$ cat config.mk
export PLATFORM = sky130hd
export DESIGN_NAME = fscs_front
export DESIGN_NICKNAME = d
export VERILOG_FILES = /design/src/rtl/core/fscs_pkg.sv /design/src/rtl/core/fscs_front.sv
export SDC_FILE = /design/constraint.sdc
export NUM_CORES = 1
export LEC_CHECK = 0
export CORE_ASPECT_RATIO = 0.9
export CORE_MARGIN = 2
export CORE_UTILIZATION = 40
export CTS_BUF_LIST = sky130_fd_sc_hd__clkbuf_4 sky130_fd_sc_hd__clkbuf_8 sky130_fd_sc_hd__clkbuf_16
export DETAILED_ROUTE_END_ITERATION = 6
export DONT_BUFFER_PORTS = 1
export MAX_ROUTING_LAYER = met4
export PLACE_DENSITY_LB_ADDON = 0.05
export RECOVER_POWER = 25
export SLEW_MARGIN = 20
export SYNTH_ARGS = -nofsm -noshare
export SYNTH_HDL_FRONTEND = slang
export SYNTH_SLANG_ARGS = --single-unit
$ cat constraint.sdc
create_clock -name clk -period 4.6 [get_ports clk]
set_input_delay 0.23 -clock clk [delete_from_list [all_inputs] [get_ports clk]]
set_output_delay 0.23 -clock clk [all_outputs]
set_load 0.02 [all_outputs]
$ cat src/rtl/core/fscs_pkg.sv
package fscs_pkg;

	typedef enum logic [1:0] {
		ACT_EXEC  = 2'd0,
		ACT_READ  = 2'd1,
		ACT_WRITE = 2'd2,
		ACT_RESET = 2'd3
	} action_t;

	localparam logic [1:0] CFG_DSP_RESET = 2'd0;
	localparam logic [1:0] CFG_RSP_RESET = 2'd1;
	localparam logic [1:0] CFG_IPF       = 2'd2;
	localparam logic [1:0] CFG_FRAME     = 2'd3;

	localparam logic [3:0] KIND_CALL   = 4'h8;
	localparam logic [3:0] KIND_BRANCH = 4'h9;
	localparam logic [3:0] KIND_BZERO  = 4'hA;
	localparam logic [3:0] KIND_PRIM   = 4'hF;

	localparam logic [7:0] P_FETCH = 8'd0;
	localparam logic [7:0] P_STORE = 8'd1;
	localparam logic [7:0] P_CFETCH = 8'd2;
	localparam logic [7:0] P_CSTORE = 8'd3;
	localparam logic [7:0] P_PSTORE = 8'd4;
	localparam logic [7:0] P_ADD = 8'd5;
	localparam logic [7:0] P_SUB = 8'd6;
	localparam logic [7:0] P_MUL = 8'd7;
	localparam logic [7:0] P_DIV = 8'd8;
	localparam logic [7:0] P_AND = 8'd9;
	localparam logic [7:0] P_OR = 8'd10;
	localparam logic [7:0] P_XOR = 8'd11;
	localparam logic [7:0] P_NOT = 8'd12;
	localparam logic [7:0] P_ZEQ = 8'd13;
	localparam logic [7:0] P_ZGT = 8'd14;
	localparam logic [7:0] P_ZLT = 8'd15;
	localparam logic [7:0] P_NEG = 8'd16;
	localparam logic [7:0] P_INC = 8'd17;
	localparam logic [7:0] P_DEC = 8'd18;
	localparam logic [7:0] P_SHL = 8'd19;
	localparam logic [7:0] P_SHR = 8'd20;
	localparam logic [7:0] P_DUP = 8'd21;
	localparam logic [7:0] P_DROP = 8'd22;
	localparam logic [7:0] P_SWAP = 8'd23;
	localparam logic [7:0] P_ROT = 8'd24;
	localparam logic [7:0] P_OVER = 8'd25;
	localparam logic [7:0] P_RET = 8'd26;
	localparam logic [7:0] P_RFROM = 8'd27;
	localparam logic [7:0] P_TOR = 8'd28;
	localparam logic [7:0] P_HWIO = 8'd29;

	localparam logic [31:0] LIT_SIGN = 32'h4000_0000;

	typedef enum logic [4:0] {
		ST_IDLE, ST_FETCH, ST_DECODE, ST_RD_A, ST_RD_B, ST_RD_C, ST_RD_D,
		ST_EXEC, ST_DIV, ST_WR_A, ST_WR_B, ST_WR_C, ST_HOST_RD, ST_RST_RD,
		ST_DONE
	} state_t;

	// one command word passed from front to back
	typedef struct packed {
		logic [1:0]  action;
		logic [19:0] host_address;
		logic [31:0] host_data;
		logic [7:0]  key_code;
	} cmd_t;

endpackage

$ cat src/rtl/core/fscs_front.sv
module fscs_front (
	input  logic                clk,
	input  logic                arst_n,
	input  logic                push,
	output logic                full,
	input  fscs_pkg::cmd_t      cmd_in,
	input  logic                take,
	output logic                avail,
	output fscs_pkg::cmd_t      cmd_out
);
	// two-entry queue of command words
	fscs_pkg::cmd_t buf_q [2];
	logic           rd_q, wr_q;
	logic [1:0]     cnt_q;
	logic           do_push, do_pop;

	assign full    = cnt_q == 2'd2;
	assign avail   = cnt_q != 2'd0;
	assign cmd_out = buf_q[rd_q];
	assign do_push = push && !full;
	assign do_pop  = take && avail;

	// store payload
	always_ff @(posedge clk) begin
		if (do_push) begin
			buf_q[wr_q] <= cmd_in;
		end
	end

	// advance pointers
	always_ff @(posedge clk or negedge arst_n) begin
		if (!arst_n) begin
			rd_q  <= 1'b0;
			wr_q  <= 1'b0;
			cnt_q <= 2'd0;
		end else begin
			if (do_push) wr_q <= !wr_q;
			if (do_pop) rd_q <= !rd_q;
			cnt_q <= cnt_q + {1'b0, do_push} - {1'b0, do_pop};
		end
	end

	a_cnt: assert property (@(posedge clk) disable iff (!arst_n) cnt_q <= 2'd2)
		else $error("queue count overflow");
	a_pop: assert property (@(posedge clk) disable iff (!arst_n)
		do_pop |-> cnt_q != 2'd0)
		else $error("pop on empty");
	a_rd: assert property (@(posedge clk) disable iff (!arst_n)
		(do_pop && !do_push) |=> cnt_q == $past(cnt_q) - 2'd1)
		else $error("count mismatch");
endmodule

---- After elaboration in Yosys (flattened, before gate mapping) ----
Memories as Yosys holds them, arrays and structs flattened.
Cells that the tools add are included.
W data, S select, Z words.
word-level totals
  register bits ........................... 4
  memory bits (writable) .................. 124
  bits in read-only memories .............. 0
  bits in latches ......................... 0
  memories ................................ 1
  input bits .............................. 66
  logic and storage cells ................. 15
  output and inout port bits .............. 64
memories
  memory  words  bits a word  read ports  clocked after Yosys merged registers in  write ports  RTL line          RTL
  buf_q   2      62           1           0                                        1            fscs_front.sv:12  fscs_pkg::cmd_t buf_q [2];
operators by class
  reductions and logical operators ........ 6
  add/sub/neg operators ................... 2
  bitwise operators ....................... 0
  div/mod/pow operators ................... 0
  magnitude comparators ................... 0
  multiply operators ...................... 0
  muxes and demuxes ....................... 2
  equal/unequal tests ..................... 1
  shift-type cells ........................ 0
operator list
  kind                  number
  $logic_not A1 Y1      3
  $add A2 B1 Y2         1
  $eq A2 B2 Y1 const B  1
  $logic_and A1 B1 Y1   2
  $mux W1               2
  $reduce_bool A2 Y1    1
  $sub A2 B1 Y2         1

---- Longest topological paths before layout ----
  word-level depth ........................ 5
  gate-level depth with buffers ........... 7

---- Worst setup path after synthesis ----
No wires, ideal clock.
  kind .................................... register to register
  start ................................... register cnt_q[1]
  end ..................................... memory buf_q[0][0] in the netlist's numbering (enable)
  arrival ................................. 3.182 ns
  period minus slack after synthesis ...... 3.664 ns
  cell stages (with the launch flop) ...... 4
  slack ................................... 0.936 ns
  path buffers ............................ 0
  cells stage by stage .................... dfrtp_1 nand2b_1 nand2_1 nor2_1
between the ends
  word-level cells in the longest chain between the ends .. 5
RTL lines
  element                        RTL line          RTL
  from (decl)                    fscs_front.sv:14  logic [1:0] cnt_q;
  from (signal assigned)         fscs_front.sv:39  cnt_q <= cnt_q + {1'b0, do_push} - {1'b0, do_pop};
  $eq A2 B2 Y1                   fscs_front.sv:17  assign full = cnt_q == 2'd2;
  $logic_not A1 Y1               fscs_front.sv:20  assign do_push = push && !full;
  $logic_and A1 B1 Y1            fscs_front.sv:20
  $mux W1                        fscs_front.sv:25  if (do_push) begin
  $mux W1 (implied by the code)  fscs_front.sv:26  buf_q[wr_q] <= cmd_in;
  to (decl)                      fscs_front.sv:12
Every way passes these cells.

==> out/results.txt <==
FF-to-FF End: buf_q[1][36]
Pins Over Slew Limit: 0
1st-iter DRT viols: 108
max_slew headroom: 59.2%
RSZ-0062 raised after global routing: no
Sequential Area: 0.00383 mm²
Setup Total Neg Slack: 0 ns
CTS max path bufs: 2
largest net degree at the start of global routing: 64
synthesized area: 0.00498 mm²
Synth Instances: 211
vias in the first global route: 2297
outcome: complete, no violations
Num Clock Sinks: 128
Post-Place Cells: 366
hold slack: 0.0561 ns
detailed-route via count: 2163
Worst Slack Setup Final: 2.47 ns
drt total wl: 8410 µm
Core Region: 0.0121 mm²
register bit count reported by yosys: 128
Crit path arrival time: 1.90 ns
antenna-violating nets left: 0
global placer's final weighted congestion: 0.665
final hold violation count: 0
Min-Delay Path Depth: 2
Yosys warnings: 0
multi-input gate area in the final layout: 0.00102 mm²
Tightest Pin Transition: 0.612 ns
commonest non-fill, non-tap cell in the layout: edfxtp_1
first-pass GRT wire length: 12200 µm
Area Growth Syn to Fin: 26.9%
die height: 110 µm
final period utilization: 46.3%
FF-to-FF Start: cnt_q[1]
reg2reg path depth: 3
commonest non-fill, non-tap cells in the layout: edfxtp_1 (124), dlygate4sd3_1 (63), mux2_4 (59)
Gates resized, CTS repair: 0
Peak Freq: 470 MHz
Worst Hold End: rd_q
Pleak: 2.32 nW
sequential cell area fraction in the yosys report: 76.8%
Fillers: 989
Max Fanout on Critical Path: 37
die extent in x: 122 µm
Final HPWL DP: 5300 µm
VDD IR-drop max: 0.000512 V
worst slack at placement: 2.13 ns
TritonCTS buffer count: 17
flop2flop setup slack: 2.51 ns
I/O Pins: 130
DRC: 0
count of cell types in the netlist: 16
total gr overflow: 0
Worst setup EP type: output port
Wirelength per Cell: 18.2 µm
crit path from: rd_q
Clock Tree Root: clkbuf_16
Initial Util: 41.2%
initial antenna violation count: 0
clk_lat worst skew: 0.40 ns
Cell Pwr Density: 672 mW/mm²
Mean Syn Cell Area: 23.6 µm²
post-CTS setup buffers: 0
final setup vio count: 0
CP Class: reg -> out
All-Layer GR Usage: 13.2%
clock-pin slew on the worst setup and hold paths: 0.05 ns
H-tree depth: 4
Hold Path Class: in -> reg
NumNets Final: 358
Vias/cell: 4.67
worst hold start: take
Port Buffer Count: 0
clk_skew: 0.00611 ns
syn_nets: 279
DIE AREA: 0.0134 mm²
Antenna Cells: 0
startpoint types: register
Non-Filler Instances: 463
router iterations before antenna repair: 4
layout cell share with drive strength beyond 1: 33.0%
row cnt: 38
Max-cap violations: 0
post-layout min period: 2.13 ns
TritonCTS clock tree: yes
Critical Path RT: 4.37 ns
==> state kept, by name, indices dropped and copies added, names as in the netlist <==
name,flops
cnt_q,2
wr_q,1
rd_q,1
buf_q,124
==> cell type report <==
cell class | instances | area share, %
multi-input combinational | 74 | 16.2
clock inverter | 12 | 1.88
sequential | 128 | 60.6
inverter | 2 | 0.119
timing repair buffer | 67 | 11.0
tap | 160 | 3.17
clock buffer | 20 | 7.09
==> worst max-delay path by stage <==
stage                    to  slack, ns  depth (start not counted)
2_1_floorplan   buf_q[0][0]       0.94                          3
3_3_place_gp   buf_q[0][37]       2.33                          4
3_5_place_dp   buf_q[0][36]       2.13                          4
4_1_cts        buf_q[0][34]       2.11                          4
5_1_grt          cmd_out[9]       2.38                          2
6_report        cmd_out[17]       2.47                          2
==> logic make-up (layout without fill, tap and decap cells) <==
logic type                 count (synthesis)  after routing  synth area share, %
adders and majority gates                  2              2                0.503
and+or+nand+nor                            6              6                0.704
buffers and inverters                      9            101                 2.79
DFF                                      128            128                 76.8
muxes                                     62             62                 18.5
xor gates and xnor gates                   4              4                0.704
==> synth_stat cells <==
| library cell | n | area [µm²] |
|---|---|---|
| inv_1 | 2 | 7.51 |
| or2_1 | 1 | 6.26 |
| buf_12 | 6 | 120 |
| and3_1 | 1 | 6.26 |
| mux2_4 | 59 | 886 |
| nand2_1 | 1 | 3.75 |
| xnor2_1 | 3 | 26.3 |
| dfrtp_1 | 4 | 100 |
| buf_6 | 1 | 11.3 |
| nor2_1 | 1 | 3.75 |
| edfxtp_1 | 124 | 3720 |
| and2_4 | 1 | 8.76 |
| ha_1 | 2 | 25.0 |
| xor2_1 | 1 | 8.76 |
| mux2_2 | 3 | 33.8 |
| nand2b_1 | 1 | 6.26 |
==> report_power, final <==
group / total (mW) / internal [mW] / switching (mW)
Sequential: 1.74 / 1.60 / 0.135
Clock: 1.25 / 0.806 / 0.441
Combinational: 1.27 / 0.539 / 0.727
Total: 4.25 / 2.94 / 1.30
==> worst max-delay path: stages (launching register included) <==
cell and delay, ns:
dfrtp_4 0.76, buf_16 0.33, mux2_4 0.38
==> stage by stage <==
step	util (%)	total power [mW]	instance area (µm²)
2_1_floorplan	-	2.89	4980
3_3_place_gp	42.0	2.93	5070
3_5_place_dp	42.0	2.97	5070
4_1_cts	51.9	4.28	6270
5_1_grt	52.3	4.43	6320
6_report	52.3	4.25	6320
==> metal layers <==
metal	wire [µm]	track usage [%]
met1	3120	13.0
met2	4500	22.8
met3	693	6.17
met4	94	5.34
met5	0	-
==> what timing repair did <==
action,4_1_cts,5_1_grt
endpoints found under the hold margin,128,0
endpoints found under the setup margin,0,0
hold buffers,63,0
Note: power is estimated with default switching activity, not from simulation.
